<file path="config.mk">
export PLATFORM = sky130hd
export DESIGN_NAME = aafc_fifo
export DESIGN_NICKNAME = d
export VERILOG_FILES = /design/src/hdl/aafc_pkg.sv /design/src/hdl/aafc_fifo.sv
export SDC_FILE = /design/constraint.sdc
export NUM_CORES = 1
export LEC_CHECK = 0
export ABC_AREA = 1
export BUFFER_PORTS_ARGS = -buffer_cell sky130_fd_sc_hd__buf_2
export CAP_MARGIN = 20
export CELL_PAD_IN_SITES_DETAIL_PLACEMENT = 1
export CELL_PAD_IN_SITES_GLOBAL_PLACEMENT = 1
export CORE_ASPECT_RATIO = 1.25
export CORE_MARGIN = 4
export CORE_UTILIZATION = 48
export CTS_CLUSTER_SIZE = 25
export DETAILED_ROUTE_END_ITERATION = 10
export PLACE_DENSITY_LB_ADDON = 0.1
export SYNTH_ARGS = -nofsm -noshare
export SYNTH_HDL_FRONTEND = slang
export SYNTH_SLANG_ARGS = --single-unit
</file>
<file path="constraint.sdc">
create_clock -name aclk -period 3.81 [get_ports aclk]
set_input_delay 1.143 -clock aclk [delete_from_list [all_inputs] [get_ports aclk]]
set_output_delay 1.143 -clock aclk [all_outputs]
set_load 0.02 [all_outputs]
</file>
<file path="src/hdl/aafc_pkg.sv">
// Shared types, widths and helpers for the AABB frustum cull block.
// Used by every module under hdl; depends on nothing.
package aafc_pkg;

    // Field widths of the stream payloads and of the plane registers.
    localparam int COORD_W   = 16;  // Q11.4 box coordinate
    localparam int NORM_W    = 16;  // Q1.14 normal component
    localparam int DIST_W    = 16;  // Q11.4 plane distance
    localparam int PLANE_W   = 64;  // packed plane register
    localparam int AXES      = 3;

    // Arithmetic widths: a product is exact in 32 bits, the sum of three
    // products and the aligned distance stays below 2^33 in magnitude.
    localparam int PROD_W     = 32;
    localparam int SUM_W      = 34;
    localparam int FRAC_ALIGN = 14;

    // Bit positions inside a plane register.
    localparam int NX_LSB   = 48;
    localparam int DIST_LSB = 0;

    // Stream and configuration port widths.
    localparam int S_TDATA_W  = 2 * AXES * COORD_W;
    localparam int M_TDATA_W  = 8;
    localparam int CFG_ADDR_W = 3;
    localparam int REG_COUNT  = 6;

    // Defaults for the top-level parameters.
    localparam int NUM_PLANES_DEF = 6;
    localparam int FIFO_DEPTH_DEF = 4;

    // Register indexes of the configuration port.
    typedef enum logic [CFG_ADDR_W-1:0] {
        REG_PLANE_LEFT,
        REG_PLANE_RIGHT,
        REG_PLANE_BOTTOM,
        REG_PLANE_TOP,
        REG_PLANE_NEAR,
        REG_PLANE_FAR
    } reg_idx_t;

    // Normal component of one axis (x is the highest field).
    function automatic logic [NORM_W-1:0] norm_of(input logic [PLANE_W-1:0] plane,
                                                  input int axis);
        norm_of = plane[NX_LSB - axis * NORM_W +: NORM_W];
    endfunction

    // Plane distance field.
    function automatic logic [DIST_W-1:0] dist_of(input logic [PLANE_W-1:0] plane);
        dist_of = plane[DIST_LSB +: DIST_W];
    endfunction

endpackage

</file>
<file path="src/hdl/aafc_fifo.sv">
// Small queue that decouples the vertex front end from the dot-product back end.
// Depends on aafc_pkg for the default depth; generic in width and depth.
module aafc_fifo #(
    parameter int DATA_W = 8,
    parameter int DEPTH  = aafc_pkg::FIFO_DEPTH_DEF
) (
    input  logic              aclk,
    input  logic              aresetn,
    input  logic              wr_valid,
    output logic              wr_ready,
    input  logic [DATA_W-1:0] wr_data,
    output logic              rd_valid,
    input  logic              rd_ready,
    output logic [DATA_W-1:0] rd_data
);
    import aafc_pkg::*;

    localparam int PTR_W = (DEPTH > 1) ? $clog2(DEPTH) : 1;
    localparam int CNT_W = $clog2(DEPTH + 1);

    logic [DATA_W-1:0] mem [DEPTH];
    logic [PTR_W-1:0]  wr_ptr_reg;
    logic [PTR_W-1:0]  rd_ptr_reg;
    logic [CNT_W-1:0]  count_reg;
    logic              do_wr;
    logic              do_rd;

    assign wr_ready = (count_reg != CNT_W'(DEPTH));
    assign rd_valid = (count_reg != '0);
    assign rd_data  = mem[rd_ptr_reg];
    assign do_wr    = wr_valid && wr_ready;
    assign do_rd    = rd_valid && rd_ready;

    // Pointer wrap that works for any depth.
    function automatic logic [PTR_W-1:0] ptr_inc(input logic [PTR_W-1:0] ptr);
        ptr_inc = (ptr == PTR_W'(DEPTH - 1)) ? '0 : ptr + 1'b1;
    endfunction

    // Pointers and fill count.
    always_ff @(posedge aclk) begin
        if (!aresetn) begin
            wr_ptr_reg <= '0;
            rd_ptr_reg <= '0;
            count_reg  <= '0;
        end else begin
            if (do_wr) begin
                wr_ptr_reg <= ptr_inc(wr_ptr_reg);
            end
            if (do_rd) begin
                rd_ptr_reg <= ptr_inc(rd_ptr_reg);
            end
            if (do_wr && !do_rd) begin
                count_reg <= count_reg + 1'b1;
            end else if (do_rd && !do_wr) begin
                count_reg <= count_reg - 1'b1;
            end
        end
    end

    // Storage.
    always_ff @(posedge aclk) begin
        if (do_wr) begin
            mem[wr_ptr_reg] <= wr_data;
        end
    end

endmodule

</file>
After elaboration in Yosys (flattened, before gate mapping)
Memory sizes are Yosys's and may differ from the RTL's. A register that Yosys moved wholly into a read port is not among the register bits. Index checks and enable logic that the tools add are counted.

Register bits: 7. RAM bits: 32. Bits of input ports: 12. Output and inout bits: 10. Word-level logic and storage cells: 27. Memories: 1.

Memory list: mem (depth 4, width 8, read ports 1, clocked after Yosys merged registers in 1, write ports 1, line aafc_fifo.sv:21) `logic [DATA_W-1:0] mem [DEPTH];`.

Add/sub/neg operators: 4. Equality and inequality tests: 3. Multiplexer cells: 8. Reductions and logical operators: 8.

Operator list (count): 2-to-1 mux 2 bit (4); 2-to-1 mux 3 bit (2); adder 2 x 1 -> 2 bit (second input constant) (2); == test 2 bit (second input constant) (2); logical AND 1 bit (4); adder 3 x 1 -> 3 bit (second input constant) (1); != test 3 bit (second input constant) (1); nonzero test 3 bit (1); subtractor 3 x 1 -> 3 bit (second input constant) (1); zero test 1 bit (2); 2-to-1 mux 1 bit (2); nonzero test 2 bit (1).

Logic depth before layout (Yosys ltp)
Gate-level depths: netlist of run 1.

Word-level depth: 6. Depth in mapped cells: 13. Gate-level depth less buffers: 13.

Least setup slack after synthesis of run 1
Ideal clock, no wire load.

Path kind: input-to-reg. Start point: input wr_valid. End point: register count_reg[1]. Setup time: 116 ps. Data arrival time: 2146 ps. Data required time: 3694 ps. Setup slack: 1549 ps. Cell stages on the path: 7. Path buffers: 0. Path through: nand2_2 > inv_1 > ha_1 > inv_1 > fa_1 > o21ai_0 > nor2_1.

Longest elaborated chain between the ends: 4. Elaborated cells on any way between the ends: 6. Those cells by class: mux (1); reduce/logical (5).

RTL lines: start, declared (line aafc_fifo.sv:9) `input logic wr_valid,`; logical AND 1 bit (*) (line aafc_fifo.sv:31) `assign do_wr = wr_valid && wr_ready;`; via do_wr (line aafc_fifo.sv:25) `logic do_wr;`; zero test 1 bit (line aafc_fifo.sv:54) `end else if (do_rd && !do_wr) begin`; logical AND 1 bit (line aafc_fifo.sv:54); nonzero test 2 bit (no source line); end signal, assigned (line aafc_fifo.sv:53) `count_reg <= count_reg + 1'b1;`; end signal, assigned (line aafc_fifo.sv:55) `count_reg <= count_reg - 1'b1;`; end, declared (line aafc_fifo.sv:24) `logic [CNT_W-1:0] count_reg;`.

Mark *: on every way through the listed nets, which the timed path passes. The rest lies on a longest branch. A chain may end at the register's enable or synchronous reset.

==> run metrics, run 1 <==
Clk pwr share 0.244; Final Total Pwr 0.00143 W; gr usage total 0.170; nets@finish 191; status completed; post-cts resize count 0; syn nets 165; Gate Count Post-Synth 146; Top FF cell, synth edfxtp_1; PortBufs 21; fin crit period 2.92 ns; site row count 23; GRT overflow 0; maxcap violations 0; Final Max Slew Viols 0; CP top delay family flip-flops; CP required 2.67 ns; crit path DAT 1.77 ns; Setup violations, final 0; Remaining DRCs 0; Slew HR 0.446; mean post-synth cell area 11.6 um2; CP Capture Type primary output; max reg flops 32; post-synth top area cell edfxtp_1; Placer Congestion 0.729; FMAX 343 MHz; clk_lat worst skew 0.28 ns; sw frac 0.355; Comb pwr share 0.323; Synthesis Warnings 0; Post-synth EDFFs 32; Routed Antenna Nets 0; TNS Setup 0 ns; Die Wd 61.1 um; Placed Area 1820 um2; Initial Util 0.511; largest net degree at the start of global routing 18; Mapped Area 1690 um2; Worst Skew 0.00784 ns; layout cells sized above 1 0.202; Worst Tran Pin Value 0.828 ns; crit-path cells inv_2 -> o21ai_0 -> o22ai_1 -> buf_2; Crit Path Max Fanout 17; Netlist cell types 19; via count 1100; Power Dens Cells 740 nW/um2; CP Buf/Inv Count 2; slowest stage cell, crit path dfxtp_1; CTS tree yes; H-tree levels 2; ANT cells 0; initial DRC count 29; Power Internal 0.000923 W; Seq/Total Area, Yosys 0.675; vias in the first global route 1200; crit share post-route 0.765; list of most frequent post-synthesis cells edfxtp_1, nor2_1, inv_1; RSZ-0062 raised after global routing false; critical path startpoint category register; Area growth, synth to finish 14.5%; die area 4540 um2; Post-CTS Setup Inserts 0; Async S/R FF share, synth 0; Yosys top cell area share 0.568; cts-stage hold buffer count 0; Seq cells post-synth 41; Sink Count 41; # IOs 22; DIE HEIGHT 74.4 um; DR WL/cell 16.2 um; initial antenna violation count 0; wirelength, routed 3400 um; clk root buf clkbuf_8; HPWL Detailed 2480 um; global-route wire length before repair 5530 um; CTS Buffer Depth 2; final hold violation count 0; Worst VDD drop 0.550 mV; Core Box Area 3310 um2; LEAKAGE 0.773 nW; Seq pwr share 0.432; Num CTS Buffers 5; Reg clk slew, reported paths 0.08 ns; Psw 0.000508 W; Worst Hold Class register to register; critical path's largest stage delay 0.69 ns; synth top area cells edfxtp_1, dfxtp_1, nor2_1; vias per inst 5.24; critical path type register to primary output; cell area after layout 1940 um2; TritonRoute pass-1 iters 4
[worst reg2reg max path, delay by kind of cell (launching register included)]
family | cells | cell delay (ns)
adder cells (fa/ha/maj) | 2 | 0.63
buffers and inverters | 2 | 0.15
flip-flops | 1 | 0.35
AND/OR/NAND/NOR | 4 | 0.45
AO/OA/AOI/OAI | 1 | 0.17
[routing by layer]
metal  up-vias  routed length, um  global-route usage
met5         -                  0                   0
met3         4                129              0.0365
met1       526               1300               0.184
met2        23               1940               0.324
li1        547                  -                   -
met4         0                 27              0.0434
[cell usage in the layout, fill, tap and decap left out, types with 3 or more instances in the layout]
master	synthesis	routed
o21ai_2	3	3
dfxtp_1	9	9
buf_2	0	21
nor2_1	32	32
clkbuf_8	0	6
o21ai_0	14	14
nand2_1	13	13
o22ai_1	8	8
edfxtp_1	32	32
inv_1	16	16
ha_1	6	6
[layout make-up]
type | count | area, um2
Clock buffer | 7 | 86.3
Timing Repair Buffer | 21 | 105
Inverter | 17 | 63.8
Tap cell | 37 | 46.3
Sequential cell | 41 | 1140
Multi-Input combinational cell | 86 | 463
Clock inverter | 1 | 30.0
Fill cell | 348 | 1370
[worst paths after layout]
kind / startpoint / to / slack (ns) / depth (start not counted)
max reg2reg: count_reg[1] / count_reg[1] / 1.94 / 9
min: count_reg[0] / count_reg[0] / 0.55 / 2
min reg2reg: count_reg[0] / count_reg[0] / 0.55 / 2
max: register / rd_data[7] / 0.89 / 4
[through the flow]
stage,hold WS [ns],setup slack [ns],utilization,std cells
6_report,0.545,0.895,0.585,210
5_1_grt,0.585,0.687,0.585,210
4_1_cts,0.545,0.845,0.585,210
3_5_place_dp,0.533,1.20,0.550,202
3_3_place_gp,0.505,1.31,0.550,202
2_1_floorplan,0.491,1.55,-,146
[power by group through the flow]
stage / registers, W / logic, W / clock network, W
5_1_grt: 0.000630 / 0.000519 / 0.000378
3_5_place_dp: 0.000631 / 0.000466 / 0
4_1_cts: 0.000621 / 0.000471 / 0.000356
6_report: 0.000619 / 0.000463 / 0.000350
3_3_place_gp: 0.000624 / 0.000434 / 0
2_1_floorplan: 0.000603 / 0.000342 / 0
[cells by family after synthesis]
family                     count (synthesis)  synth area share
AOI/OAI and AO/OA                         28            0.0955
DFF                                       41             0.675
adders and majority gates                  7            0.0563
and+or+nand+nor                           51             0.122
buffers and inverters                     19            0.0511
No activity file was read; power rests on OpenSTA's default activity.
==> inputs of run 2 (changes only) <==
Settings changed: ABC_AREA 1 to 0, CORE_UTILIZATION 48 to 47.
Clock period 3.81 ns to 2.75 ns, I/O delays scaled along.
==> run 2 against run 1 <==
Core utilization is 1.9 points lower. Synthesized cell count decreased by 36%. Worst hold slack worse by 0.030 ns. Combinational power grew 14%. Clock skew down 0.0015 ns. Sequential share of layout area is 2.5 points higher. Critical path depth increased by 3. Register-to-register slack worse by 1.6 ns. Via count is 22% lower.
==> run metrics, run 2 <==
CP required 2.96 ns (+0.29 ns); synth top area cells edfxtp_1, dfxtp_1, mux4_2; post-cts resize count 0 (unchanged); Setup violations, final 0 (unchanged); leading cell type in the layout, fill and taps excluded edfxtp_1; Gate Count Post-Synth 93 (-36%); nets@finish 137 (-28%); cell with the most instances after synthesis edfxtp_1; Top FF cell, synth edfxtp_1; Worst Tran Pin Value 0.547 ns (-0.281 ns); grt met2 use 0.270 (-0.0536); gr usage total 0.146 (-0.0239); Final Max Slew Viols 0 (unchanged); via count 862 (-22%); global-route wire length before repair 4600 um (-17%); Reg clk slew, reported paths 0.07 ns (about the same); Worst Skew 0.00629 ns (-0.00155 ns); Die Wd 60.8 um (-0.52%); CTS tree yes; Power Dens Cells 923 nW/um2 (+25%); site row count 23 (unchanged); hold_ws 0.516 ns (-0.0298 ns); PortBufs 21 (unchanged); crit-path cells o31ai_1 -> ha_1 -> inv_1 -> fa_1 -> xor2_1 -> or3_2 -> a21boi_0; Num CTS Buffers 5 (unchanged); Initial Util 0.498 (-0.0123); DR WL/cell 17.4 um (+7.6%); Core Box Area 3280 um2 (-0.87%); layout cells sized above 1 0.353 (+0.151); Post-CTS Setup Inserts 0 (unchanged); mean post-synth cell area 17.6 um2 (+52%); maxcap violations 0 (unchanged); Area growth, synth to finish 13.5%; largest net degree at the start of global routing 12 (-6); vias in the first global route 999 (-17%); status completed; Crit Path Max Fanout 5 (-12); Routed Antenna Nets 0 (unchanged); most frequent cells in the layout edfxtp_1, buf_2, dfxtp_1; Final Total Pwr 0.00171 W (+20%); ANT cells 0 (unchanged); Worst VDD drop 0.500 mV (-9.2%); CP top delay family compound AO/OA/AOI/OAI gates; slowest stage cell, crit path o31ai_1; Placer Congestion 0.691 (-5.3%); Seq/Total Area, Yosys 0.698 (+0.0227); max reg flops 32 (unchanged); final hold violation count 0 (unchanged); Finished Layout Cells 156 (-26%); crit path DAT 2.62 ns (+0.85 ns); cts-stage hold buffer count 0 (unchanged); HPWL Detailed 1980 um (-20%); critical path's largest stage delay 0.52 ns (-0.17 ns); Synthesis Warnings 0 (unchanged); Post-synth EDFFs 32 (unchanged); GRT overflow 0 (unchanged); Yosys top cell area share 0.588 (+0.0191); wirelength, routed 2720 um (-20%); initial DRC count 18 (-38%); DIE HEIGHT 74.0 um (-0.54%); CP Buf/Inv Count 1 (-1); fin crit period 2.41 ns; met3 usage 0.0330 (-0.00347); LEAKAGE 0.679 nW (-12%); critical path startpoint category register; Slew HR 0.632 (+0.186); list of most frequent post-synthesis cells edfxtp_1, dfxtp_1, mux4_2; H-tree levels 2 (unchanged); initial antenna violation count 0 (unchanged); die area 4490 um2 (-1.1%); critical path type register to register; TNS Setup 0 ns (unchanged); TritonRoute pass-1 iters 4 (unchanged); clk root buf clkbuf_8; Async S/R FF share, synth 0 (unchanged); CP Capture Type register; vias per inst 5.53 (+5.5%); CTS Buffer Depth 2 (unchanged); RSZ-0062 raised after global routing false; syn nets 112 (-32%); Worst Hold Class register to register; Placed Cells 148 (-27%); post-synth top area cell edfxtp_1; Netlist cell types 26 (+7); Remaining DRCs 0 (unchanged); GRT busiest layer met2; Mapped Area 1640 um2 (-3.3%); FMAX 415 MHz; clk_lat worst skew 0.28 ns (about the same); crit share post-route 0.876; # IOs 22 (unchanged); GRT met1 Usage 0.141 (-0.0426); Sink Count 41 (unchanged); Seq cells post-synth 41 (unchanged)
[run 2: tightest hold or removal path, stage by stage, from the launching register on]
cell     delay [ns]
dfxtp_1        0.34
nand2_1        0.07
mux2i_1        0.06
[run 2: where the power goes]
| part | internal, W | switching (W) |
|---|---|---|
| Combinational | 0.000243 | 0.000283 |
| Clock | 0.000180 | 0.000182 |
| Sequential | 0.000764 | 0.0000628 |
| Total | 0.00119 | 0.000528 |
[run 2: stage by stage]
stage / cell area, um2 / setup WS [ns] / utilization
after floorplan: 1640 / 0.385 / -
after global placement: 1780 / 0.241 / 0.542
after detailed placement: 1780 / 0.117 / 0.542
after CTS: 1860 / 0.333 / 0.566
after global routing: 1860 / 0.143 / 0.566
final: 1860 / 0.341 / 0.566
[run 2: final timing paths]
check	from	slack, ns	depth (start not counted)	to
max	count_reg[1]	0.34	7	count_reg[2]
min	wr_ptr_reg[1]	0.52	2	wr_ptr_reg[1]
max reg2reg	count_reg[1]	0.34	7	count_reg[2]
min reg2reg	wr_ptr_reg[1]	0.52	2	wr_ptr_reg[1]
[run 2: layer usage]
layer / wire length, um / up-vias / part of all wire
met5: 0 / - / 0
met4: 60 / 0 / 0.022
met3: 102 / 6 / 0.038
met2: 1600 / 22 / 0.59
met1: 956 / 433 / 0.35
li1: - / 401 / -
[run 2: final cells by class]
| type | instances | area, um2 |
|---|---|---|
| Timing Repair Buffer | 22 | 113 |
| Sequential cell | 41 | 1140 |
| Clock buffer | 8 | 80.1 |
| Fill cell | 329 | 1420 |
| Tap cell | 37 | 46.3 |
| Multi-Input combinational cell | 45 | 465 |
| Inverter | 3 | 11.3 |
[run 2: kinds of logic after synthesis]
logic type,synth area share
AOI/OAI and AO/OA,0.0214
xor gates and xnor gates,0.0107
adders and majority gates,0.0581
buffers and inverters,0.0176
DFF,0.698
muxes,0.122
and+or+nand+nor,0.0719
