--- config.mk ---
export PLATFORM = sky130hd
export DESIGN_NAME = aafc_front
export DESIGN_NICKNAME = d
export VERILOG_FILES = /design/src/hdl/aafc_pkg.sv /design/src/hdl/aafc_front.sv
export SDC_FILE = /design/constraint.sdc
export NUM_CORES = 1
export LEC_CHECK = 0
export ABC_AREA = 1
export ABC_CLOCK_PERIOD_IN_PS = 17400
export BUFFER_PORTS_ARGS = -buffer_cell sky130_fd_sc_hd__buf_2
export CELL_PAD_IN_SITES_DETAIL_PLACEMENT = 0
export CELL_PAD_IN_SITES_GLOBAL_PLACEMENT = 1
export CORE_AREA = 2 2 304 306
export CTS_CLUSTER_SIZE = 8
export DETAILED_ROUTE_END_ITERATION = 16
export DIE_AREA = 0 0 306 308
export PLACE_DENSITY = 0.47
export RECOVER_POWER = 25
export SYNTH_ARGS = -nofsm -noshare
export SYNTH_HDL_FRONTEND = slang
export SYNTH_SLANG_ARGS = --single-unit
--- constraint.sdc ---
create_clock -name aclk -period 17.4 [get_ports aclk]
set_input_delay 0.87 -clock aclk [delete_from_list [all_inputs] [get_ports aclk]]
set_output_delay 0.87 -clock aclk [all_outputs]
set_load 0.01 [all_outputs]
--- src/hdl/aafc_pkg.sv ---
// Shared types, widths and helpers for the AABB frustum cull block.
// Used by every module under hdl; depends on nothing.
package aafc_pkg;

    // Field widths of the stream payloads and of the plane registers.
    localparam int COORD_W   = 16;  // Q11.4 box coordinate
    localparam int NORM_W    = 16;  // Q1.14 normal component
    localparam int DIST_W    = 16;  // Q11.4 plane distance
    localparam int PLANE_W   = 64;  // packed plane register
    localparam int AXES      = 3;

    // Arithmetic widths: a product is exact in 32 bits, the sum of three
    // products and the aligned distance stays below 2^33 in magnitude.
    localparam int PROD_W     = 32;
    localparam int SUM_W      = 34;
    localparam int FRAC_ALIGN = 14;

    // Bit positions inside a plane register.
    localparam int NX_LSB   = 48;
    localparam int DIST_LSB = 0;

    // Stream and configuration port widths.
    localparam int S_TDATA_W  = 2 * AXES * COORD_W;
    localparam int M_TDATA_W  = 8;
    localparam int CFG_ADDR_W = 3;
    localparam int REG_COUNT  = 6;

    // Defaults for the top-level parameters.
    localparam int NUM_PLANES_DEF = 6;
    localparam int FIFO_DEPTH_DEF = 4;

    // Register indexes of the configuration port.
    typedef enum logic [CFG_ADDR_W-1:0] {
        REG_PLANE_LEFT,
        REG_PLANE_RIGHT,
        REG_PLANE_BOTTOM,
        REG_PLANE_TOP,
        REG_PLANE_NEAR,
        REG_PLANE_FAR
    } reg_idx_t;

    // Normal component of one axis (x is the highest field).
    function automatic logic [NORM_W-1:0] norm_of(input logic [PLANE_W-1:0] plane,
                                                  input int axis);
        norm_of = plane[NX_LSB - axis * NORM_W +: NORM_W];
    endfunction

    // Plane distance field.
    function automatic logic [DIST_W-1:0] dist_of(input logic [PLANE_W-1:0] plane);
        dist_of = plane[DIST_LSB +: DIST_W];
    endfunction

endpackage

--- src/hdl/aafc_front.sv ---
// Front end: accepts a box word and picks the positive vertex of every plane.
// Depends on aafc_pkg; feeds the vertex queue.
module aafc_front #(
    parameter int NUM_PLANES = aafc_pkg::NUM_PLANES_DEF
) (
    input  logic                                   aclk,
    input  logic                                   aresetn,
    input  logic                                   s_tvalid,
    output logic                                   s_tready,
    input  logic [aafc_pkg::S_TDATA_W-1:0]         s_tdata,
    input  logic [NUM_PLANES-1:0][aafc_pkg::PLANE_W-1:0] planes,
    output logic                                   push_valid,
    input  logic                                   push_ready,
    output logic [NUM_PLANES-1:0][aafc_pkg::AXES-1:0][aafc_pkg::COORD_W-1:0] push_vert
);
    import aafc_pkg::*;

    logic                                          fv_reg;
    logic                                          fv_next;
    logic [NUM_PLANES-1:0][AXES-1:0][COORD_W-1:0]  vert_reg;
    logic [NUM_PLANES-1:0][AXES-1:0][COORD_W-1:0]  vert_next;

    // The stage takes a new word whenever it is empty or its word moves on.
    assign s_tready   = !fv_reg || push_ready;
    assign push_valid = fv_reg;
    assign push_vert  = vert_reg;

    // Per plane and axis: box max where the normal is strictly positive.
    always_comb begin
        logic [NORM_W-1:0] n;
        for (int p = 0; p < NUM_PLANES; p++) begin
            for (int a = 0; a < AXES; a++) begin
                n = norm_of(planes[p], a);
                if (!n[NORM_W-1] && (n != '0)) begin
                    vert_next[p][a] = s_tdata[(AXES + a) * COORD_W +: COORD_W];
                end else begin
                    vert_next[p][a] = s_tdata[a * COORD_W +: COORD_W];
                end
            end
        end
    end

    assign fv_next = s_tready ? s_tvalid : fv_reg;

    // Valid flag under reset; the vertex word loads on acceptance.
    always_ff @(posedge aclk) begin
        if (!aresetn) begin
            fv_reg <= 1'b0;
        end else begin
            fv_reg <= fv_next;
        end
        if (s_tvalid && s_tready) begin
            vert_reg <= vert_next;
        end
    end

endmodule

After elaboration in Yosys (flattened, before gate mapping)
Index checks and enable logic that the tools add are counted.
{ "word_totals": {"regBits": 289, "in_bits": 484, "output_inout_bits": 290, "word_cells": 94} }
{ "op_classes": {"n_mux": 18, "reduce_logical": 57} }
{ "ops": {"columns": ["cell", "count"], "rows": [
  ["$mux 16", 18],
  ["$reduce_bool 16->1", 18],
  ["$logic_and 1x1->1", 19],
  ["$logic_not 1->1", 19],
  ["$logic_or 1x1->1", 1]
]} }

Longest topological paths before layout
Gate-level depths: netlist of the first run.
{ "logic_depth": {"depth_word": 3, "ltp_mapped": 8, "ltp_nobuf": 7} }

Worst setup path after synthesis of the first run
OpenSTA, ideal clock, no wires.
{ "synth_path": {"path_kind": "input -> register", "startpoint": "input port s_tvalid", "endpoint": "register vert_reg (netlist bit push_vert[0]) (enable)", "setup_ns": 1.033, "arrival_time_ns": 14.710, "t_required_ns": 16.367, "setup_slack_ns": 1.657, "stages": 2, "path_buffers": 0, "path_cell_list": "inv_1 > a21oi_1"} }
{ "synth_via": {"elab_chain_len": 1} }
{ "synth_rtl": {"columns": ["element", "line_no", "text"], "rows": [
  ["start: declaration", "aafc_front.sv:8", "input logic s_tvalid,"],
  ["$logic_and 1x1->1", "aafc_front.sv:52", "if (s_tvalid && s_tready) begin"],
  ["end signal: assignment", "aafc_front.sv:53", "vert_reg <= vert_next;"],
  ["end: declaration", "aafc_front.sv:20", "logic [NUM_PLANES-1:0][AXES-1:0][COORD_W-1:0] vert_reg;"]
]} }
Every way passes these cells.
A chain may end at the register's enable or synchronous reset.

Final worst setup path of the first run
{ "layout_path": {"startpoint": "input port push_ready", "endpoint": "register vert_reg (netlist bit push_vert[235]) (enable)"} }
{ "layout_via": {"elab_chain_len": 2} }
{ "layout_rtl": {"columns": ["element", "line_no", "text"], "rows": [
  ["start: declaration", "aafc_front.sv:13", "input logic push_ready,"],
  ["$logic_or 1x1->1", "aafc_front.sv:24", "assign s_tready = !fv_reg || push_ready;"],
  ["$logic_and 1x1->1", "aafc_front.sv:52", null]
]} }
Every way passes these cells.

==> results.md, run 1 <==
* WP data arrival at around 3.7 ns
* Transition time at the pin with the least slew margin at roughly 1.1 ns
* Post-Synthesis Cell Area at approximately 15,000 um2
* Skew-Pair Late Insertion Delay at 0.57 ns
* Delay contributed by the slowest stage of the critical path at between 0.9 and 1 ns
* R2R Path Start: push_valid$_SDFFE_PN0N_
* # clock sinks at between 200 and 300
* # Max-Cap Violations at 0
* Setup repair after global routing missed its margin: no
* CTS tree: built
* Weighted congestion at the end of routability-driven global placement at roughly 0.83
* Final worst path period share at roughly a fifth
* Remaining Overflow, GRT at 0
* Post-DRT Antenna Nets at 0
* Internal power summed over all cells at about 1.4 mW
* Area grow syn2layout at 34.8%
* Average wire length per cell after detail routing at between 20 and 25 um
* Hold Fails Final Rpt at 0
* Final period demand of the worst path at about 3.5 ns
* Slowest library cell on the worst path: sky130_fd_sc_hd__buf_4
* Cts bufs inserted at 43
* Die outline area at roughly 94,000 um2
* Maximum level of the CTS H-tree at 2
* Hold/Removal Path Class: reg2reg
* DRT Wirelength at 73,500 um
* Average instance area after synthesis at 9.68 um2
* CTS clock-pin slew for the worst setup and hold paths at roughly 0.05 ns
* Net count, final at approximately 2,700
* Post-synth EDFFs at about 290
* Leak pwr at just over 9 nW
* Number of failing setup endpoints in the final timing report at 0
* Sw power at 0.538 mW
* Largest fanout of any net on the critical path at 81
* Result of the run: complete, no violations
* Syn Nets at roughly 2,000
* Largest buffer count on any clock path at 3
* Max_slew headroom at between 20% and 30%
* Register-to-Register Setup Slack at between 10 and 15 ns
* Number of slew-limit violations in the final report at 0
* Cells after synthesis at about 1,500
* Most frequent CP cell: sky130_fd_sc_hd__buf_4
* Area share of the largest cell type after synthesis at between 50% and 60%
* Clk root buf: sky130_fd_sc_hd__clkbuf_16
* Post-DP HPWL at approximately 54,000 um
* Worst r2r path cells at 3
* Cell with the most instances after synthesis: sky130_fd_sc_hd__nand2_1
* Number of cells on the worst hold path at 2
* Sequential cell area fraction in the yosys report at 59.0%
* Sequential fraction of design power at 44.1%
* Number of hold buffers added after cts at 0
* Buffers & Inverters on Critical Path at 4
* Via-to-Cell Ratio at around 4.1
* Clock power frac at approximately 41%
* Sw Ratio at around 28%
* Initial drt markers at slightly below 1,000
* Via count of the first global-routing pass at 13,700
* All-Layer GR Usage at 14.8%
* Cell type group with the largest total delay on the critical path: buffers and inverters
* Share of final-layout standard cells stronger than drive strength 1 at between 30% and 40%
* Capture point of the worst reg-to-reg path: push_vert[235]$_DFFE_PP_
* Standard-cell rows at between 100 and 150
* Pin count of the biggest net entering global routing at 82
* Resized Gates After CTS at 0
* Io pins at just under 800
* Highest attainable clock frequency at about 290 MHz
* YS warnings at 0
* Number of vias after detailed routing at around 14,000
* Comb power frac at between 10% and 20%
* Die extent in y at ~310 um
* Critical path endpoint category: flop
* Buffers inserted by post-CTS timing repair at 0
* Async SR Flop Fraction at 0%
* 1st-pass router iterations at 5
* IR drop worst, VDD at between 50 and 60 uV
* Initial Utilization at 16.1%
* Number of different library cells in the post-synthesis netlist at 18
* Hold_sp: push_valid$_SDFFE_PN0N_
* Synth area leader: sky130_fd_sc_hd__edfxtp_1
* Commonest register cell after synthesis: sky130_fd_sc_hd__edfxtp_1
* Nature of the critical path startpoint: primary input
* First-pass GRT wire length at approximately 100,000 um
* Cell types with the largest area share after synthesis: sky130_fd_sc_hd__edfxtp_1 (59%), sky130_fd_sc_hd__nand2_1 (17%), sky130_fd_sc_hd__nand3_1 (9.8%)
* Endpoint, Worst Hold: push_valid$_SDFFE_PN0N_
* Critical path cell sequence: buf_2 > inv_1 > a21oi_4 > buf_4 > buf_4
* Final total negative setup slack at 0 ns
* Post-route DRC at 0
* Die boundary width at ~310 um
* Required @ worst endpoint at around 18 ns
* Synth Register Bits at 289
* Final Total Pwr at a little under 2 mW
* End-of-flow core utilization at a little over a fifth
* Ranking of synthesized cells by instance count: sky130_fd_sc_hd__nand2_1 (649), sky130_fd_sc_hd__edfxtp_1 (288), sky130_fd_sc_hd__nand3_1 (288)
* Antenna violations before repair at 8
* Number of buffers added on ports at around 680
* Pwr/cell area at just under 100 nW/um2
* Core outline area at approximately 91,000 um2
* Worst setup skew after layout at 0.0170 ns
* Kind of critical path: in2reg
## tightest hold or removal path: stages (launching register included)
cell and delay [ns]:
sky130_fd_sc_hd__dfxtp_1 0.35, sky130_fd_sc_hd__nand2_1 0.11, sky130_fd_sc_hd__a21boi_0 0.09
## layout by cell type (no fill, tap or decap)
cell / n
sky130_fd_sc_hd__nand2_1: 681
sky130_fd_sc_hd__nand3_1: 288
sky130_fd_sc_hd__edfxtp_1: 288
sky130_fd_sc_hd__clkbuf_1: 15
sky130_fd_sc_hd__clkinv_1: 1
sky130_fd_sc_hd__nand2_4: 2
sky130_fd_sc_hd__nor2_1: 130
sky130_fd_sc_hd__a21oi_4: 1
sky130_fd_sc_hd__clkinv_8: 2
sky130_fd_sc_hd__buf_2: 670
sky130_fd_sc_hd__inv_2: 18
sky130_fd_sc_hd__inv_1: 2
sky130_fd_sc_hd__bufinv_16: 1
sky130_fd_sc_hd__a21boi_0: 1
sky130_fd_sc_hd__dfxtp_1: 1
sky130_fd_sc_hd__diode_2: 8
sky130_fd_sc_hd__nand2_8: 1
sky130_fd_sc_hd__buf_4: 4
sky130_fd_sc_hd__nand2_2: 1
sky130_fd_sc_hd__nor2_4: 17
sky130_fd_sc_hd__clkbuf_16: 43
sky130_fd_sc_hd__nor2_2: 33
sky130_fd_sc_hd__clkinv_2: 2
## metrics by stage
step / hold WS [ns] / instances / instance area [um2] / setup WS (ns)
3_3_place_gp: 0.547 / 3331 / 19000 / 13.33
6_report: 0.594 / 3396 / 19800 / 13.90
5_1_grt: 0.574 / 3389 / 19800 / 13.74
4_1_cts: 0.556 / 3388 / 20200 / 13.93
3_5_place_dp: 0.575 / 3331 / 19000 / 13.31
2_1_floorplan: 0.595 / 1518 / 14700 / 1.66
## kinds of logic after synthesis
group           share of synthesized area [%]
buf+inv                                  4.70
simple gates                             36.2
flops                                    59.0
compound gates                         0.0852
## per-layer routing
layer,GRT usage [%],vias to the layer above,wire [um]
li1,-,6450,-
met3,3.13,92,5580
met1,20.4,6775,32600
met4,4.02,4,1710
met2,23.5,655,33700
met5,0,-,21
## power by group through the flow
stage / Clock (mW) / Combinational, mW / Sequential (mW)
after floorplan: 0 / 0.103 / 0.906
after global placement: 0 / 0.293 / 0.862
after detailed placement: 0 / 0.295 / 0.861
after CTS: 0.818 / 0.296 / 0.849
after global routing: 0.843 / 0.313 / 0.852
final: 0.788 / 0.287 / 0.848
## area by class of cell
class | instances | area (um2)
tap | 1186 | 1480
clock inverter | 6 | 76.3
multi-input combinational | 1155 | 4960
timing repair buffer | 681 | 3410
clock buffer | 51 | 1110
fill | 10000 | 71200
inverter | 20 | 75.1
sequential | 289 | 8670
antenna | 8 | 20.0
## state kept, by name, summed over array words and instances, names as in the netlist
name / flops
push_valid: 1
push_vert: 288
## worst max path at each step
stage	startpoint	endpoint	slack [ns]	cells after the start
2_1_floorplan	s_tvalid	push_vert[0]$_DFFE_PP_	1.66	2
3_3_place_gp	push_ready	push_vert[39]$_DFFE_PP_	13.33	5
3_5_place_dp	push_ready	push_vert[87]$_DFFE_PP_	13.31	5
4_1_cts	push_ready	push_vert[43]$_DFFE_PP_	13.93	5
5_1_grt	push_ready	push_vert[91]$_DFFE_PP_	13.74	5
6_report	push_ready	push_vert[235]$_DFFE_PP_	13.90	5
Note: power is estimated with default switching activity, not from simulation.
==> run 2: changes to the inputs <==
--- a/config.mk
+++ b/config.mk
@@ -6,7 +6,7 @@
 export NUM_CORES = 1
 export LEC_CHECK = 0
 export ABC_AREA = 1
-export ABC_CLOCK_PERIOD_IN_PS = 17400
+export ABC_CLOCK_PERIOD_IN_PS = 3400
 export BUFFER_PORTS_ARGS = -buffer_cell sky130_fd_sc_hd__buf_2
 export CELL_PAD_IN_SITES_DETAIL_PLACEMENT = 0
 export CELL_PAD_IN_SITES_GLOBAL_PLACEMENT = 1
==> constraint.sdc (replaced) <==
create_clock -name aclk -period 3.4 [get_ports aclk]
set_input_delay 0.17 -clock aclk [delete_from_list [all_inputs] [get_ports aclk]]
set_output_delay 0.17 -clock aclk [all_outputs]
set_load 0.01 [all_outputs]
==> run 2 against run 1 <==
Setup slack worse by 13 ns. Critical path depth up 4. Hold slack worse by 0.56 ns. Via count shrank 0.17%. Clock-buffer cell count is 2 lower. Combinational power grew to 5.4 times the previous value. Clock skew is 0.0031 ns lower. Sequential cell count stayed put. Register-to-register slack lost 12 ns. First-iteration DRC count down 26%. Die area unchanged. Largest power group unchanged.
==> results.md, run 2 (synthesized netlist as in run 1, its figures left out) <==
* Result of the run: complete, no violations
* Die boundary width at 306 um (unchanged)
* # Max-Cap Violations at 0 (unchanged)
* Initial drt markers at 722 (-26%)
* DRT Wirelength at 69,600 um (-5.3%)
* Die extent in y at 308 um (unchanged)
* Antenna violations before repair at 2 (-6)
* Critical path endpoint category: flop
* Area grow syn2layout at 42.5%
* Met2 Wirelength at 35,300 um (+4.9%)
* Total length of routed met3 wires at 5600 um (+0.48%)
* Number of buffers added on ports at 677 (unchanged)
* Hold/Removal Path Class: in2reg
* Most used cells in the layout excluding fill and tap cells: sky130_fd_sc_hd__nand2_1 (676), sky130_fd_sc_hd__buf_2 (667), sky130_fd_sc_hd__nand3_1 (288), sky130_fd_sc_hd__edfxtp_1 (288), sky130_fd_sc_hd__nor2_1 (134)
* Nature of the critical path startpoint: primary input
* 1st-pass router iterations at 5 (unchanged)
* Clock power frac at 41.3% (+0.3 points)
* # clock sinks at 289 (unchanged)
* Kind of critical path: in2reg
* Leak pwr at 9.67 nW (+6.0%)
* End-of-flow core utilization at 23.0% (+1.2 points)
* Filler cell count in the final layout at 9,942 (-0.80%)
* Transition time at the pin with the least slew margin at 1.02 ns (-0.126 ns)
* Via count of the first global-routing pass at 14,200 (+3.9%)
* First-pass GRT wire length at 98,400 um (-2.5%)
* Standard-cell rows at 111 (unchanged)
* Number of slew-limit violations in the final report at 0 (unchanged)
* CTS clock-pin slew for the worst setup and hold paths at 0.05 ns (about the same)
* Share of final-layout standard cells stronger than drive strength 1 at 34.6% (-1.5 points)
* Via-to-Cell Ratio at 3.99 (-2.9%)
* Cts bufs inserted at 44 (+2.3%)
* Final design instance area without fill at 20,900 um2 (+5.7%)
* Post-DP HPWL at 50,100 um (-7.1%)
* Final period demand of the worst path at roughly 2.5 ns
* Weighted congestion at the end of routability-driven global placement at 0.836 (+0.42%)
* Highest attainable clock frequency at 400 MHz
* Final Total Pwr at 10.0 mW (+420%)
* Initial Utilization at 16.1% (unchanged)
* Sequential fraction of design power at 43.2% (-0.9 points)
* IR drop worst, VDD at 276 uV (+380%)
* WP data arrival at 2.80 ns (-0.86 ns)
* Setup repair after global routing missed its margin: no
* Diodes inserted at 0 (-8)
* Hold Fails Final Rpt at 0 (unchanged)
* Post-route DRC at 0 (unchanged)
* Remaining Overflow, GRT at 0 (unchanged)
* Maximum level of the CTS H-tree at 2 (unchanged)
* Number of vias after detailed routing at 14,000 (-0.17%)
* Pwr/cell area at 479 nW/um2 (+390%)
* Pin count of the biggest net entering global routing at 137 (+67%)
* Met1 Wirelength at 26,800 um (-18%)
* Largest buffer count on any clock path at 3 (unchanged)
* Core outline area at 91,000 um2 (unchanged)
* All-Layer GR Usage at 14.3% (-0.56 points)
* Post-Place Cell Area at 19,000 um2 (+0.26%)
* Die outline area at 94,200 um2 (unchanged)
* Required @ worst endpoint at 3.69 ns (-13.88 ns)
* Max_slew headroom at 32.0% (+8.2 points)
* Most common cell after layout, fill and taps aside: sky130_fd_sc_hd__nand2_1
* Comb power frac at 15.6% (+0.7 points)
* Buffers inserted by post-CTS timing repair at 0 (unchanged)
* Net count, final at 2,779 (+3.9%)
* Final worst path period share at between 70% and 80%
* Number of failing setup endpoints in the final timing report at 0 (unchanged)
* Largest fanout of any net on the critical path at 17 (-79%)
* CTS tree: built
* Average wire length per cell after detail routing at 19.9 um (-7.9%)
* Io pins at 774 (unchanged)
* Sw Ratio at 27.2% (-0.77 points)
* Post-DRT Antenna Nets at 0 (unchanged)
* Worst setup skew after layout at 0.0139 ns (-0.00306 ns)
* Final total negative setup slack at 0 ns (unchanged)
* Sw power at 2.73 mW (+410%)
* Internal power summed over all cells at 7.30 mW (+430%)
* Skew-Pair Late Insertion Delay at 0.57 ns (about the same)
* Top layer reached by signal wires: met5
* Clk root buf: sky130_fd_sc_hd__clkbuf_16
* Flip-flop count of the largest register after layout at 288 (unchanged)
==> run 2: worst paths after layout <==
kind	start	endpoint	slack, ns	cells past startpoint
setup / recovery	planes[279]	push_vert[228]$_DFFE_PP_	0.90	9
hold / removal	s_tdata[93]	push_vert[45]$_DFFE_PP_	0.04	3
setup reg to reg	push_valid$_SDFFE_PN0N_	push_vert[123]$_DFFE_PP_	1.65	3
hold reg to reg	push_valid$_SDFFE_PN0N_	push_vert[38]$_DFFE_PP_	0.84	2
==> run 2: cell type report <==
class / instances / area [um2] / share of cell area, %
multi-input combinational: 1155 / 4990 / 23.8
sequential: 289 / 8670 / 41.4
clock buffer: 49 / 1160 / 5.55
clock inverter: 9 / 75.1 / 0.359
inverter: 20 / 82.6 / 0.395
timing repair buffer: 785 / 4470 / 21.3
tap: 1186 / 1480 / 7.09
==> run 2: critical path: stages <==
cell and delay [ns]:
sky130_fd_sc_hd__buf_2 0.08, sky130_fd_sc_hd__nor2_1 0.04, sky130_fd_sc_hd__nand2_1 0.09, sky130_fd_sc_hd__nor2_4 0.04, sky130_fd_sc_hd__nand2_1 0.67, sky130_fd_sc_hd__nand2_1 0.85, sky130_fd_sc_hd__nand2_1 0.22, sky130_fd_sc_hd__nand2_1 0.07
sky130_fd_sc_hd__dlygate4sd3_1 0.57
==> run 2: power groups by stage <==
stage          logic (mW)  registers (mW)  clock network [mW]
6_report             1.56            4.33                4.14
5_1_grt              1.72            4.36                4.40
4_1_cts              1.62            4.34                4.28
3_5_place_dp         1.51            4.40                   0
3_3_place_gp         1.50            4.40                   0
2_1_floorplan       0.529            4.56                   0
==> run 2: timing repair <==
item	4_1_cts	5_1_grt
hold buffers	102	0
endpoints found under the hold margin	230	0
resized for setup	0	0
==> run 2: metrics by stage <==
step | instances | setup slack (ns) | hold WS (ns)
6_report | 3493 | 0.897 | 0.0354
5_1_grt | 3493 | 0.798 | 0.0137
4_1_cts | 3493 | 1.66 | 0.0000693
3_5_place_dp | 3333 | 1.67 | 0.425
3_3_place_gp | 3333 | 1.69 | 0.419
2_1_floorplan | 1518 | -2.11 | 0.316
==> run 2: per-layer routing <==
| metal | global-route usage, % | vias up |
|---|---|---|
| li1 | - | 6643 |
| met5 | 0 | - |
| met2 | 25.7 | 608 |
| met4 | 4.34 | 2 |
| met3 | 4.33 | 99 |
| met1 | 16.1 | 6600 |
==> run 3: changes to the inputs <==
--- a/config.mk
+++ b/config.mk
@@ -6,7 +6,7 @@
 export NUM_CORES = 1
 export LEC_CHECK = 0
 export ABC_AREA = 1
-export ABC_CLOCK_PERIOD_IN_PS = 3400
+export ABC_CLOCK_PERIOD_IN_PS = 2400
 export BUFFER_PORTS_ARGS = -buffer_cell sky130_fd_sc_hd__buf_2
 export CELL_PAD_IN_SITES_DETAIL_PLACEMENT = 0
 export CELL_PAD_IN_SITES_GLOBAL_PLACEMENT = 1
==> constraint.sdc (replaced) <==
create_clock -name aclk -period 2.4 [get_ports aclk]
set_input_delay 0.12 -clock aclk [delete_from_list [all_inputs] [get_ports aclk]]
set_output_delay 0.12 -clock aclk [all_outputs]
set_load 0.01 [all_outputs]
==> run 3 against run 2 <==
Clock skew rose by 0.012 ns. Non-clock buffer count rose by 44. Wire length up 2.4%. Core utilization up 0.43 points. Critical endpoint is now push_vert[89]$_DFFE_PP_. Hold slack improved by 0.012 ns. Largest power group unchanged.
==> results.md, run 3 (synthesized netlist as in run 1, its figures left out) <==
* Final period demand of the worst path at 1.92 ns
* Leak pwr at 10.0 nW (+3.5%)
* Net count, final at 2,822 (+1.5%)
* Flip-flop count of the largest register after layout at 288 (unchanged)
* Worst setup skew after layout at 0.0254 ns (+0.0116 ns)
* Antenna violations before repair at 7 (+5)
* 1st-pass router iterations at 6 (+1)
* # Max-Cap Violations at 0 (unchanged)
* Die outline area at 94,200 um2 (unchanged)
* Initial drt markers at 888 (+23%)
* Area grow syn2layout at 45.1%
* Cts bufs inserted at 43 (-2.3%)
* Die boundary width at 306 um (unchanged)
* First-pass GRT wire length at 99,700 um (+1.3%)
* Critical path endpoint category: flop
* Placed insts at 3,340 (+0.21%)
* Maximum level of the CTS H-tree at 2 (unchanged)
* Largest buffer count on any clock path at 3 (unchanged)
* Most used cells in the layout excluding fill and tap cells: sky130_fd_sc_hd__buf_2 (669), sky130_fd_sc_hd__nand2_1 (667), sky130_fd_sc_hd__nand3_1 (288), sky130_fd_sc_hd__edfxtp_1 (288), sky130_fd_sc_hd__nor2_1 (144)
* Average wire length per cell after detail routing at 20.2 um (+1.2%)
* WP data arrival at 2.24 ns (-0.56 ns)
* Required @ worst endpoint at 2.72 ns (-0.97 ns)
* Transition time at the pin with the least slew margin at 0.927 ns (-0.0904 ns)
* Clk root buf: sky130_fd_sc_hd__clkbuf_16
* Sequential fraction of design power at 43.5% (+0.3 points)
* Core outline area at 91,000 um2 (unchanged)
* Highest attainable clock frequency at 521 MHz
* Global routing met1 resource utilization at 17.6% (+1.6 points)
* Hold/Removal Path Class: in2reg
* Initial Utilization at 16.1% (unchanged)
* Hold Fails Final Rpt at 0 (unchanged)
* Max_slew headroom at 38.1% (+6.0 points)
* Most heavily used metal layer in global routing: met2
* Post-DP HPWL at 52,200 um (+4.1%)
* Weighted congestion at the end of routability-driven global placement at 0.820 (-2.0%)
* Kind of critical path: in2reg
* Io pins at 774 (unchanged)
* Number of slew-limit violations in the final report at 0 (unchanged)
* Number of buffers added on ports at 677 (unchanged)
* CTS clock-pin slew for the worst setup and hold paths at 0.06 ns (about the same)
* CTS tree: built
* Internal power summed over all cells at 10.2 mW (+40%)
* Via count of the first global-routing pass at 14,400 (+1.1%)
* IR drop worst, VDD at 387 uV (+40%)
* Resized Gates After CTS at 0 (unchanged)
* Pin count of the biggest net entering global routing at 120 (-12%)
* Final total negative setup slack at 0 ns (unchanged)
* Nature of the critical path startpoint: primary input
* Die extent in y at 308 um (unchanged)
* Non-filler cells in the finished layout at 3,534 (+1.2%)
* Clock power frac at 40.4% (-0.9 points)
* Number of vias after detailed routing at 14,400 (+3.0%)
* Largest fanout of any net on the critical path at 17 (unchanged)
* Share of final-layout standard cells stronger than drive strength 1 at 34.2% (-0.39 points)
* Met2 usage in global routing at 24.0% (-1.7 points)
* Remaining Overflow, GRT at 0 (unchanged)
* Final worst path period share at 79.9%
* Post-route DRC at 0 (unchanged)
* Standard-cell rows at 111 (unchanged)
* Pwr/cell area at 665 nW/um2 (+39%)
* Result of the run: complete, no violations
* All-Layer GR Usage at 14.4% (+0.19 points)
* DRT Wirelength at 71,300 um (+2.4%)
* Number of failing setup endpoints in the final timing report at 0 (unchanged)
* Diodes inserted at 0 (unchanged)
* Post-DRT Antenna Nets at 0 (unchanged)
* Sw power at 3.93 mW (+44%)
* Skew-Pair Late Insertion Delay at 0.57 ns (about the same)
* # clock sinks at 289 (unchanged)
* Comb power frac at 16.1% (+0.5 points)
* Met3 routing resource usage after global routing at 4.71% (+0.38 points)
* Most common cell after layout, fill and taps aside: sky130_fd_sc_hd__buf_2
* Via-to-Cell Ratio at 4.07 (+1.8%)
* Sw Ratio at 27.7% (+0.55 points)
* Setup repair after global routing missed its margin: no
==> run 3: changes by cell type in the layout (fill, tap and decap cells not counted), moves of 3 or more <==
cell	change
sky130_fd_sc_hd__buf_4	+6
sky130_fd_sc_hd__clkbuf_16	-3
sky130_fd_sc_hd__clkinv_1	-4
sky130_fd_sc_hd__dlygate4sd3_1	+37
sky130_fd_sc_hd__nand2_1	-9
sky130_fd_sc_hd__nand2_4	+10
sky130_fd_sc_hd__nor2_1	+10
sky130_fd_sc_hd__nor2_2	-6
sky130_fd_sc_hd__nor2_4	-4
==> run 3: layer usage <==
layer | wire length (um) | share of wire (%)
met1 | 28600 | 40
met2 | 33600 | 47
met4 | 2230 | 3.1
met5 | 7 | 0.0098
met3 | 6840 | 9.6
==> run 3: power groups by stage <==
stage                     clock (mW)  combinational (mW)  sequential, mW
after floorplan                    0               0.748            6.46
after global placement             0                2.11            6.27
after detailed placement           0                2.13            6.26
after CTS                       5.96                2.34            6.17
after global routing            6.13                2.49            6.20
final                           5.73                2.28            6.16
==> run 3: path summary, 6_finish.rpt <==
kind,startpoint,to,slack (ns),depth (start not counted)
hold reg to reg,push_valid$_SDFFE_PN0N_,push_vert[170]$_DFFE_PP_,0.81,2
setup / recovery,planes[95],push_vert[89]$_DFFE_PP_,0.48,9
hold / removal,s_tdata[67],push_vert[211]$_DFFE_PP_,0.05,3
setup reg to reg,push_valid$_SDFFE_PN0N_,push_vert[270]$_DFFE_PP_,0.80,3
==> run 3: through the flow <==
stage	setup slack, ns	cell area, um2	hold slack, ns	utilization (%)	power (mW)
CTS	0.756	21700	0.00300	23.8	14.5
finish	0.482	21300	0.0476	23.4	14.2
global placement	0.784	19100	0.374	21.0	8.38
detailed placement	0.791	19100	0.376	21.0	8.39
floorplan	-3.10	14700	0.266	-	7.20
global route	0.361	21300	0.0115	23.4	14.8
==> run 3: worst max-delay path, stage by stage <==
cell and delay (ns):
sky130_fd_sc_hd__clkbuf_1 0.15, sky130_fd_sc_hd__nor2_1 0.07, sky130_fd_sc_hd__nand2_1 0.06, sky130_fd_sc_hd__nor2_1 0.06
sky130_fd_sc_hd__nand2_4 0.27, sky130_fd_sc_hd__nand2_1 0.65, sky130_fd_sc_hd__nand2_1 0.22, sky130_fd_sc_hd__nand2_1 0.07
sky130_fd_sc_hd__dlygate4sd3_1 0.55
==> run 3: cell type report <==
type	instances	area, um2
multi-input cells	1155	5000
flip-flops and latches	289	8670
repair buffers	829	4900
well taps	1186	1480
clock inverters	6	87.6
inverters	20	75.1
fillers	9919	69600
clock buffers	49	1100
==> run 3: repair_timing <==
| item | CTS | global route |
|---|---|---|
| hold endpoints to repair | 267 | 0 |
| setup buffers | 0 | 0 |
| hold buffers | 139 | 0 |
